--- config.mk ---
export PLATFORM = sky130hd
export DESIGN_NAME = exchange_sort_engine
export DESIGN_NICKNAME = d
export VERILOG_FILES = /design/src/rtl/ess_pkg.sv /design/src/rtl/ess_cell.sv /design/src/rtl/exchange_sort_engine.sv
export SDC_FILE = /design/constraint.sdc
export NUM_CORES = 1
export LEC_CHECK = 0
export BUFFER_PORTS_ARGS = -buffer_cell sky130_fd_sc_hd__buf_2
export CAP_MARGIN = 15
export CORE_ASPECT_RATIO = 1.1
export CORE_MARGIN = 2
export CORE_UTILIZATION = 40
export DETAILED_ROUTE_END_ITERATION = 10
export PLACE_DENSITY = 0.53
export SYNTH_ARGS = -nofsm -noshare
export SYNTH_HDL_FRONTEND = slang
export SYNTH_SLANG_ARGS = --single-unit
--- constraint.sdc ---
create_clock -name clk -period 15.49 [get_ports clk]
set_input_delay 0 -clock clk [delete_from_list [all_inputs] [get_ports clk]]
set_output_delay 0 -clock clk [all_outputs]
set_load 0.1 [all_outputs]
--- src/rtl/ess_pkg.sv ---
// Shared types for the exchange sort engine: state encoding, cell control and data word.
`default_nettype none

package ess_pkg;

  localparam int DATA_W = 32;

  typedef logic signed [DATA_W-1:0] word_t;

  typedef enum logic [1:0] {
    ST_LOAD,
    ST_DRAIN,
    ST_EMIT
  } state_t;

  // Control broadcast to every cell of the chain
  typedef struct packed {
    logic load;   // advance insertion: compare incoming against held value
    logic shift;  // take the right-hand neighbour's held value
  } cell_ctrl_t;

endpackage

`default_nettype wire

--- src/rtl/ess_cell.sv ---
// One cell of the insertion chain: holds one value and passes the larger one right.
`default_nettype none

module ess_cell (
  input  wire                clk,
  input  wire                rst,
  input  ess_pkg::cell_ctrl_t ctrl,
  input  wire                in_valid,
  input  ess_pkg::word_t     in_value,
  input  wire                right_valid,
  input  ess_pkg::word_t     right_value,
  output logic               held_valid,
  output ess_pkg::word_t     held_value,
  output logic               pass_valid,
  output ess_pkg::word_t     pass_value
);
  import ess_pkg::*;

  logic in_smaller;

  assign in_smaller = in_value < held_value;

  // Control state: occupancy of the cell and of its pass register
  always_ff @(posedge clk) begin
    if (rst) begin
      held_valid <= 1'b0;
      pass_valid <= 1'b0;
    end else if (ctrl.shift) begin
      held_valid <= right_valid;
      pass_valid <= 1'b0;
    end else if (ctrl.load) begin
      pass_valid <= in_valid && held_valid;
      if (in_valid) begin
        held_valid <= 1'b1;
      end
    end
  end

  // Payload: keep the smaller value, hand on the larger one; on a shift take the right-hand value
  always_ff @(posedge clk) begin
    if (ctrl.shift) begin
      held_value <= right_value;
    end else if (ctrl.load && in_valid) begin
      if (!held_valid || in_smaller) begin
        held_value <= in_value;
      end
      pass_value <= (held_valid && in_smaller) ? held_value : in_value;
    end
  end

endmodule

`default_nettype wire

--- src/rtl/exchange_sort_engine.sv ---
// Top level of the exchange sort engine: cell chain, sequencer and result register.
`default_nettype none

// Sorts a set of signed 32-bit values into ascending order. Items are taken
// one per cycle while busy is low (start high); an item with last set, or the
// item that brings the set to MAX_ELEMENTS, closes the set. The values are
// sorted on the fly by a row of MAX_ELEMENTS cells: each cell keeps the
// smaller of its held value and the value arriving from the left, and hands
// the larger one to its right neighbour through its pass register. Once the
// set is closed busy rises and the chain settles in the drain state, long
// enough for a value to ripple to the far end. The chain then shifts left
// once a cycle, and the results leave one per cycle, smallest first, each
// shown for a single cycle with result_valid high; last_res marks the largest.
// Busy stays high through the drain and emit states; each result is
// registered from the head of the chain as it shifts, so busy falls in the
// very cycle that shows the final result and the next set may start loading
// while it is on the ports. The receiver cannot stall, so it must take every
// result in the cycle it is shown.
module exchange_sort_engine #(
  parameter int MAX_ELEMENTS = 8
) (
  input  wire                  clk,
  input  wire                  rst,
  input  wire                  start,
  output logic                 busy,
  input  ess_pkg::word_t       value,
  input  wire                  last,
  output logic                 result_valid,
  output ess_pkg::word_t       sorted_value,
  output logic                 last_res
);
  import ess_pkg::*;

  localparam int CNT_W = $clog2(MAX_ELEMENTS + 1);

  state_t            state;
  state_t            state_next;
  cell_ctrl_t        ctrl;
  logic [CNT_W-1:0]  count;    // items held in the current set
  logic [CNT_W-1:0]  timer;    // settle cycles left
  logic              accept;
  logic              set_end;

  logic  cell_valid [MAX_ELEMENTS];
  word_t cell_value [MAX_ELEMENTS];
  logic  pass_valid [MAX_ELEMENTS];
  word_t pass_value [MAX_ELEMENTS];

  assign accept  = start && !busy;
  // Close the set on a marked item or on the item that fills the chain
  assign set_end = last || (count == CNT_W'(MAX_ELEMENTS - 1));

  // Chain of cells: cell 0 holds the smallest value
  for (genvar i = 0; i < MAX_ELEMENTS; i++) begin : g_cell
    logic  left_valid;
    word_t left_value;
    logic  rgt_valid;
    word_t rgt_value;

    if (i == 0) begin : g_head
      assign left_valid = accept;
      assign left_value = value;
    end else begin : g_body
      assign left_valid = pass_valid[i-1];
      assign left_value = pass_value[i-1];
    end

    if (i == MAX_ELEMENTS - 1) begin : g_tail
      assign rgt_valid = 1'b0;
      assign rgt_value = '0;
    end else begin : g_mid
      assign rgt_valid = cell_valid[i+1];
      assign rgt_value = cell_value[i+1];
    end

    ess_cell u_cell (
      .clk         (clk),
      .rst         (rst),
      .ctrl        (ctrl),
      .in_valid    (left_valid),
      .in_value    (left_value),
      .right_valid (rgt_valid),
      .right_value (rgt_value),
      .held_valid  (cell_valid[i]),
      .held_value  (cell_value[i]),
      .pass_valid  (pass_valid[i]),
      .pass_value  (pass_value[i])
    );
  end

  // Next state
  always_comb begin
    state_next = state;
    case (state)
      ST_LOAD: begin
        if (accept && set_end) begin
          state_next = ST_DRAIN;
        end
      end
      ST_DRAIN: begin
        if (timer == '0) begin
          state_next = ST_EMIT;
        end
      end
      ST_EMIT: begin
        if (count == CNT_W'(1)) begin
          state_next = ST_LOAD;
        end
      end
      default: state_next = ST_LOAD;
    endcase
  end

  // Outputs of the sequencer
  always_comb begin
    busy       = 1'b1;
    ctrl.load  = 1'b0;
    ctrl.shift = 1'b0;
    case (state)
      ST_LOAD: begin
        busy      = 1'b0;
        ctrl.load = 1'b1;
      end
      ST_DRAIN: begin
        ctrl.load = 1'b1;
      end
      ST_EMIT: begin
        ctrl.shift = 1'b1;
      end
      default: begin
        busy = 1'b1;
      end
    endcase
  end

  always_ff @(posedge clk) begin
    if (rst) begin
      state        <= ST_LOAD;
      count        <= '0;
      timer        <= '0;
      result_valid <= 1'b0;
    end else begin
      state        <= state_next;
      result_valid <= (state == ST_EMIT);
      case (state)
        ST_LOAD: begin
          if (accept) begin
            count <= count + CNT_W'(1);
            timer <= CNT_W'(MAX_ELEMENTS - 1);
          end
        end
        ST_DRAIN: begin
          timer <= timer - CNT_W'(1);
        end
        ST_EMIT: begin
          count <= count - CNT_W'(1);
        end
        default: begin
          count <= '0;
        end
      endcase
    end
  end

  // Result register: take the head of the chain while it shifts left
  always_ff @(posedge clk) begin
    if (state == ST_EMIT) begin
      sorted_value <= cell_value[0];
      last_res     <= (count == CNT_W'(1));
    end
  end

`ifndef NO_ASSERTIONS
  // Results are only shown if busy was high at the edge that registered them
  a_result_when_busy: assert property (@(posedge clk) disable iff (rst)
    result_valid |-> $past(busy))
    else $error("result shown without a preceding busy cycle");

  // An accepted item never coincides with results in the next cycle
  a_no_result_after_accept: assert property (@(posedge clk) disable iff (rst)
    accept |=> !result_valid)
    else $error("result emitted right after an accepted item");

  // The final result closes the burst: the engine is free again while it shows
  a_last_ends_burst: assert property (@(posedge clk) disable iff (rst)
    (result_valid && last_res) |-> !busy ##1 !result_valid)
    else $error("results continue after the last one");

  // The head of the chain holds a value in every emit cycle
  a_head_valid: assert property (@(posedge clk) disable iff (rst)
    (state == ST_EMIT) |-> cell_valid[0])
    else $error("emitting from an empty chain");
`endif

endmodule

`default_nettype wire
==> flow_metrics.env, run 1 <==
export IMPL_grt_use_total_pct=17.1
export IMPL_r2r_end="g_cell[1].u_cell.held_value[8]"
export IMPL_crit_required_ns=15.73
export IMPL_drt_first_iter_violations=1078
export IMPL_port_buffer_count=70
export IMPL_final_common_cell="edfxtp_1"
export IMPL_yosysWarnings=0
export IMPL_endpoint_kind="flip-flop"
export IMPL_postRouteAntennaNets=0
export IMPL_final_cell_mix="edfxtp_1 (481), nand2_1 (302), o21ai_0 (280), inv_1 (272), ha_1 (252)"
export IMPL_drive_gt1_share_pct=16.5
export IMPL_clockRootBuffer="clkbuf_16"
export IMPL_synth_net_count=2742
export IMPL_antenna_found_initial=0
export IMPL_hold_viol_final=0
export IMPL_clkTransAtPathRegs_ns=0.06
export IMPL_postCtsSetupBuffers=0
export IMPL_clk_path_buf_depth=3
export IMPL_core_mm2=0.0703
export IMPL_stdcell_count=3533
export IMPL_met3_usage_pct=2.28
export IMPL_hold_depth=4
export IMPL_dieArea_mm2=0.0732
export IMPL_num_io_pins=71
export IMPL_grt_start_max_net_pins=201
export IMPL_synth_seq_cells=539
export IMPL_arrival_ns=3.99
export IMPL_hp_start="value[20]"
export IMPL_slew_violations=0
export IMPL_fin_setup_tns_ns=0
export IMPL_outcome="finished, final reports clean"
export IMPL_holdPathEnd="g_cell[0].u_cell.held_value[20]"
export IMPL_critPathKind="flip-flop to flip-flop"
export IMPL_finalCritPeriodShare_pct=24.2
export IMPL_netlist_instances=2454
export IMPL_insertion_delay_ns=0.61
export IMPL_fin_nets=2836
export IMPL_yosysUniqueCellTypes=64
export IMPL_crit_fanout=64
export IMPL_drv_cap=0
export IMPL_fin_util_pct=45.8
export IMPL_finalWirelength_um=61700
export IMPL_leakagePower_nw=13.3
export IMPL_h_tree_depth=2
export IMPL_nFillCells=6317
export IMPL_finalPower_mw=3.53
export IMPL_tightest_slew_ns=1.02
export IMPL_dp_hpwl_um=43800
export IMPL_seq_area_frac_synth_pct=54.9
export IMPL_dp_cells=3385
export IMPL_wl_per_cell_um=17.5
export IMPL_met2_usage_pct=27.9
export IMPL_slowest_stage="buf_4"
export IMPL_maxSlewHeadroom_pct=31.5
export IMPL_drc=0
export IMPL_regToRegSetupSlack_ns=11.75
export IMPL_skew_ns=0.0197
export IMPL_crit_top_cell="buf_4"
export IMPL_die_h_um=284
export IMPL_die_width_um=258
export IMPL_grt_first_pass_wirelength_um=101000
export IMPL_async_flop_share_pct=0
export IMPL_diodes=0
export IMPL_critPathLaunchType="flip-flop"
export IMPL_period_minus_slack_ns=3.74
export IMPL_cts_sinks=539
export IMPL_postCtsHoldBufs=38
export IMPL_gp_congestion=0.796
export IMPL_whs_ns=0.232
export IMPL_busiest_layer="met2"
export IMPL_grtUsageMet1_pct=23.5
export IMPL_grt_setup_unrepaired="false"
export IMPL_post_cts_resized=0
export IMPL_grt_pass1_vias=18675
export IMPL_std_cell_rows=102
export IMPL_hold_class="input pin to flip-flop"
export IMPL_ir_worst_vdd_v=0.0000812
export IMPL_netlist_area_mm2=0.0284
export IMPL_initial_core_util_pct=40.4
export IMPL_syn_avg_cell_area_um2=11.6
export IMPL_grt_overflow=0
export IMPL_max_freq_mhz=267
export IMPL_synthToLayoutAreaGrowth_pct=13.2
export IMPL_powerDensity_mw_per_mm2=110
export IMPL_cpPeakStageDelay_ns=0.79
export IMPL_vias=18347
export IMPL_numCtsBuffers=59
export IMPL_dr_pass1_iters=5
export IMPL_synth_edf_count=481
export IMPL_cts_tree="done"
export IMPL_path_cells="nand2b_4 -> inv_4 -> buf_4 -> nor2_1 -> o21a_1 -> a211oi_4 -> buf_4"
export IMPL_finalSetupViolCount=0
export IMPL_synth_top_flop_cell="edfxtp_1"
export IMPL_rr_worst_depth=7
export IMPL_via_per_inst=5.19
export IMPL_r2r_start="state[0]"
flip-flops by register name, summed over array words and instances, names as in the netlist:
register,count
g_cell.u_cell.held_valid,8
g_cell.u_cell.held_value,256
g_cell.u_cell.pass_value,224
state,2
sorted_value,32
last_res,1
g_cell.u_cell.pass_valid,7
count,4
timer,4
result_valid,1
cell usage after synthesis, types with 34 or more instances:
| cell | count | area (um2) |
|---|---|---|
| edfxtp_1 | 481 | 14400 |
| nand2_1 | 302 | 1130 |
| o21ai_0 | 282 | 1410 |
| inv_1 | 272 | 1020 |
| ha_1 | 252 | 3150 |
| mux2_2 | 189 | 2130 |
| a21oi_1 | 94 | 470 |
| nor2_1 | 88 | 330 |
| clkbuf_1 | 74 | 278 |
| dfxtp_1 | 58 | 1160 |
| a21o_1 | 45 | 338 |
| nand4_1 | 36 | 225 |
| o32ai_1 | 34 | 298 |
power breakdown:
part	switching (mW)	leakage, nW	internal, mW
Combinational	0.234	7.42	0.151
Clock	0.585	0.981	0.865
Sequential	0.0364	4.86	1.66
Total	0.855	13.3	2.68
metrics by stage:
step	setup slack [ns]	cell area (um2)
floorplan	10.48	28400
CTS	11.68	32200
global placement	11.81	29800
global route	11.44	32200
finish	11.75	32200
detailed placement	11.70	29800
logic make-up (layout without fill, tap and decap cells):
kind of cell | Yosys count | count (layout) | share of synthesized area (%)
xor+xnor | 1 | 1 | 0.0308
simple gates | 519 | 519 | 7.99
mux | 228 | 228 | 9.41
fa+ha+maj | 252 | 252 | 11.1
buf+inv | 375 | 518 | 5.27
flops | 539 | 539 | 54.9
compound gates | 540 | 540 | 11.3
worst max-delay path by stage:
stage	startpoint	end	depth (start not counted)
2_1_floorplan	state[1]	g_cell[1].u_cell.held_value[0]	4
5_1_grt	state[0]	g_cell[0].u_cell.held_value[4]	4
6_report	state[0]	g_cell[1].u_cell.held_value[8]	7
3_3_place_gp	state[0]	g_cell[1].u_cell.held_value[7]	7
4_1_cts	state[0]	g_cell[1].u_cell.held_value[8]	7
3_5_place_dp	state[0]	g_cell[1].u_cell.held_value[7]	7
metal layers:
metal  part of all wire, %  wire length [um]
met5                     0                 0
met3                   3.7              2250
met4                   2.8              1750
met2                    46             28700
met1                    47             29000
worst max-delay path, delay by kind of cell, from the launching register on:
kind	cells	cell delay, ns
compound gates	2	0.37
flops	1	0.53
simple gates	2	0.68
buf+inv	3	1.68
area by class of cell:
type | instances | area [um2] | area share [%]
clock buffers | 78 | 1660 | 5.16
clock inverters | 32 | 329 | 1.02
inverters | 274 | 1030 | 3.20
multi-input cells | 1540 | 11400 | 35.5
flip-flops and latches | 539 | 15600 | 48.5
well taps | 936 | 1170 | 3.64
repair buffers | 134 | 958 | 2.98
(Power assumes the default switching activity.)
==> run 2, diff against run 1 <==
ABC_AREA = 1   (was not set)
clock period = 3.9 ns   (was 15.49 ns; I/O delays follow)
==> run 2 against run 1 <==
  * Sequential power grew to 3.9 times the previous value
  * Combinational power grew to 3.1 times the previous value
  * Register-to-register slack worse by 11 ns
  * Global-route usage fell by 0.16 points
  * Utilization fell by 0.37 points
  * Synthesized cell count rose by 28%
  * First-iteration DRC count increased by 29%
  * Final area is 1.6% higher
  * Largest cell class unchanged
  * Highest routed layer unchanged
==> flow_metrics.env, run 2 <==
export IMPL_outcome="finished, final reports clean"
export IMPL_period_minus_slack_ns=2.98
export IMPL_core_mm2=0.0720
export IMPL_grt_pass1_vias=20540
export IMPL_arrival_ns=3.26
export IMPL_tightest_slew_ns=1.12
export IMPL_met3_usage_pct=2.30
export IMPL_ir_worst_vdd_v=0.000348
export IMPL_postRouteAntennaNets=0
export IMPL_post_cts_resized=0
export IMPL_via_per_inst=5.13
export IMPL_path_cells="inv_1 -> ha_1 -> a21oi_1 -> nor2_1 -> a211oi_1 -> nand2_1 -> nand2_1 -> nand2_1 -> nand2_1 -> nand3_1 -> nand2_2 -> buf_4 -> o21ai_0 -> inv_1 -> buf_4"
export IMPL_diodes=0
export IMPL_synth_top_flop_cell="edfxtp_1"
export IMPL_synth_top_family_by_area="simple AND/OR/NAND/NOR gates"
export IMPL_dieArea_mm2=0.0752
export IMPL_synth_seq_cells=539
export IMPL_busiest_layer="met2"
export IMPL_grt_use_total_pct=16.9
export IMPL_fin_setup_tns_ns=0
export IMPL_finalSetupViolCount=0
export IMPL_wl_per_cell_um=15.2
export IMPL_slowest_stage="edfxtp_1"
export IMPL_numCtsBuffers=61
export IMPL_max_freq_mhz=336
export IMPL_grtUsageMet1_pct=22.7
export IMPL_die_h_um=287
export IMPL_crit_required_ns=4.18
export IMPL_drive_gt1_share_pct=7.39
export IMPL_netlist_instances=3136
export IMPL_antenna_found_initial=0
export IMPL_grt_setup_unrepaired="false"
export IMPL_synth_area_mux_share_pct=0
export IMPL_rr_worst_depth=15
export IMPL_fin_nets=3486
export IMPL_synth_xor_area_share_pct=0.0300
export IMPL_yosys_area_top_type="edfxtp_1"
export IMPL_gp_congestion=0.787
export IMPL_syn_avg_cell_area_um2=9.31
export IMPL_h_tree_depth=2
export IMPL_final_cell_mix="nand2_1 (904), edfxtp_1 (481), inv_1 (369), o21ai_0 (271), ha_1 (252)"
export IMPL_synth_area_leaders="edfxtp_1 (49%), nand2_1 (12%), ha_1 (11%), inv_1 (4.8%), o21ai_0 (4.6%)"
export IMPL_netlist_area_mm2=0.0292
export IMPL_cts_sinks=539
export IMPL_critPathKind="flip-flop to flip-flop"
export IMPL_critPathLaunchType="flip-flop"
export IMPL_whs_ns=0.213
export IMPL_dp_hpwl_um=46900
export IMPL_met2_usage_pct=28.4
export IMPL_synthAdderAreaFrac_pct=10.8
export IMPL_crit_fanout=33
export IMPL_yosysUniqueCellTypes=39
export IMPL_final_common_cell="nand2_1"
export IMPL_top_regs="g_cell.u_cell.held_value: 256 flops, g_cell.u_cell.pass_value: 224 flops, sorted_value: 32 flops"
export IMPL_endpoint="g_cell[3].u_cell.held_value[12]"
export IMPL_powerDensity_mw_per_mm2=409
export IMPL_die_width_um=262
export IMPL_crit_start="g_cell[3].u_cell.held_value[5]"
export IMPL_clkTransAtPathRegs_ns=0.06
export IMPL_seq_area_frac_synth_pct=53.5
export IMPL_r2r_end="g_cell[3].u_cell.held_value[12]"
export IMPL_async_flop_share_pct=0
export IMPL_clockRootBuffer="clkbuf_16"
export IMPL_std_cell_rows=103
export IMPL_synth_simple_area_share_pct=19.1
export IMPL_finalPower_mw=13.4
export IMPL_endpoint_kind="flip-flop"
export IMPL_finalCritPeriodShare_pct=76.4
export IMPL_synth_top_cell_area_share_pct=49.5
export IMPL_synth_net_count=3424
export IMPL_largest_reg_flops=256
export IMPL_leakagePower_nw=14.5
export IMPL_port_buffer_count=70
export IMPL_synthToLayoutAreaGrowth_pct=12.0
export IMPL_vias=21495
export IMPL_drv_cap=0
export IMPL_insertion_delay_ns=0.64
export IMPL_nFillCells=6727
export IMPL_hold_viol_final=0
export IMPL_dr_pass1_iters=6
export IMPL_maxSlewHeadroom_pct=25.1
export IMPL_num_io_pins=71
export IMPL_skew_ns=0.0403
export IMPL_initial_core_util_pct=40.5
export IMPL_drc=0
export IMPL_hold_class="input pin to flip-flop"
export IMPL_cts_tree="done"
export IMPL_regToRegSetupSlack_ns=0.92
export IMPL_synth_compound_area_share_pct=9.39
export IMPL_yosysWarnings=0
export IMPL_cpPeakStageDelay_ns=0.41
export IMPL_clk_path_buf_depth=3
export IMPL_grt_start_max_net_pins=140
export IMPL_crit_top_cell="nand2_1"
export IMPL_synth_edf_count=481
export IMPL_slew_violations=0
export IMPL_grt_first_pass_wirelength_um=104000
export IMPL_finalWirelength_um=63700
export IMPL_ys_top_cells_by_count="nand2_1 (904), edfxtp_1 (481), inv_1 (370), o21ai_0 (271), ha_1 (252)"
export IMPL_synth_most_common_cell="nand2_1"
export IMPL_regMostFlops="g_cell.u_cell.held_value"
export IMPL_r2r_start="g_cell[3].u_cell.held_value[5]"
export IMPL_drt_first_iter_violations=1388
export IMPL_grt_overflow=0
[run 2: cell type report]
cell class | count | area, um2 | share of cell area (%)
multi-input cells | 2074 | 11500 | 35.2
repair buffers | 151 | 1070 | 3.28
inverters | 371 | 1400 | 4.28
clock inverters | 35 | 288 | 0.880
flip-flops and latches | 539 | 15600 | 47.7
well taps | 945 | 1180 | 3.62
clock buffers | 78 | 1630 | 4.99
[run 2: cells by family after synthesis]
kind of cell	after synthesis
simple gates	1303
flops	539
buf+inv	523
compound gates	518
fa+ha+maj	252
xor+xnor	1
[run 2: worst max-delay path, delay by kind of cell (launching register included)]
kind,cells,cell delay (ns)
compound gates,3,0.44
flops,1,0.41
buf+inv,4,0.87
fa+ha+maj,1,0.25
simple gates,7,0.60
[run 2: per-stage QoR]
step	instances	cell area (um2)	worst slack, ns	utilization [%]
global placement	4044	30400	1.00	42.2
finish	4193	32700	0.922	45.4
floorplan	3136	29200	0.573	-
CTS	4193	32700	0.897	45.4
detailed placement	4044	30400	0.932	42.2
global route	4193	32700	0.672	45.4
[run 2: report_power, final]
group / internal (mW) / switching [mW] / leakage, nW
Combinational: 0.369 / 0.824 / 8.75
Clock: 3.20 / 2.35 / 0.942
Sequential: 6.52 / 0.110 / 4.85
Total: 10.1 / 3.28 / 14.5
[run 2: what timing repair did]
action | 4_1_cts | 5_1_grt
endpoints found under the hold margin | 80 | 0
setup buffers | 0 | 0
hold buffers | 36 | 0
[run 2: metal layers]
layer / up-vias / part of all wire [%] / routed length (um)
li1: 10892 / - / -
met2: 566 / 47 / 30200
met4: 0 / 2.1 / 1330
met1: 9950 / 46 / 29000
met3: 87 / 5.0 / 3200
met5: - / 0 / 0
[run 2: worst min path at each step]
| stage | startpoint | endpoint | slack, ns | cells after the start |
|---|---|---|---|---|
| floorplan | rst | g_cell[1].u_cell.held_valid | 0.08 | 1 |
| global placement | value[21] | g_cell[0].u_cell.held_value[21] | 0.32 | 3 |
| detailed placement | value[8] | g_cell[0].u_cell.pass_value[8] | 0.32 | 3 |
| CTS | value[9] | g_cell[0].u_cell.held_value[9] | 0.16 | 4 |
| global route | value[8] | g_cell[0].u_cell.held_value[8] | 0.21 | 4 |
| finish | value[8] | g_cell[0].u_cell.pass_value[8] | 0.21 | 4 |
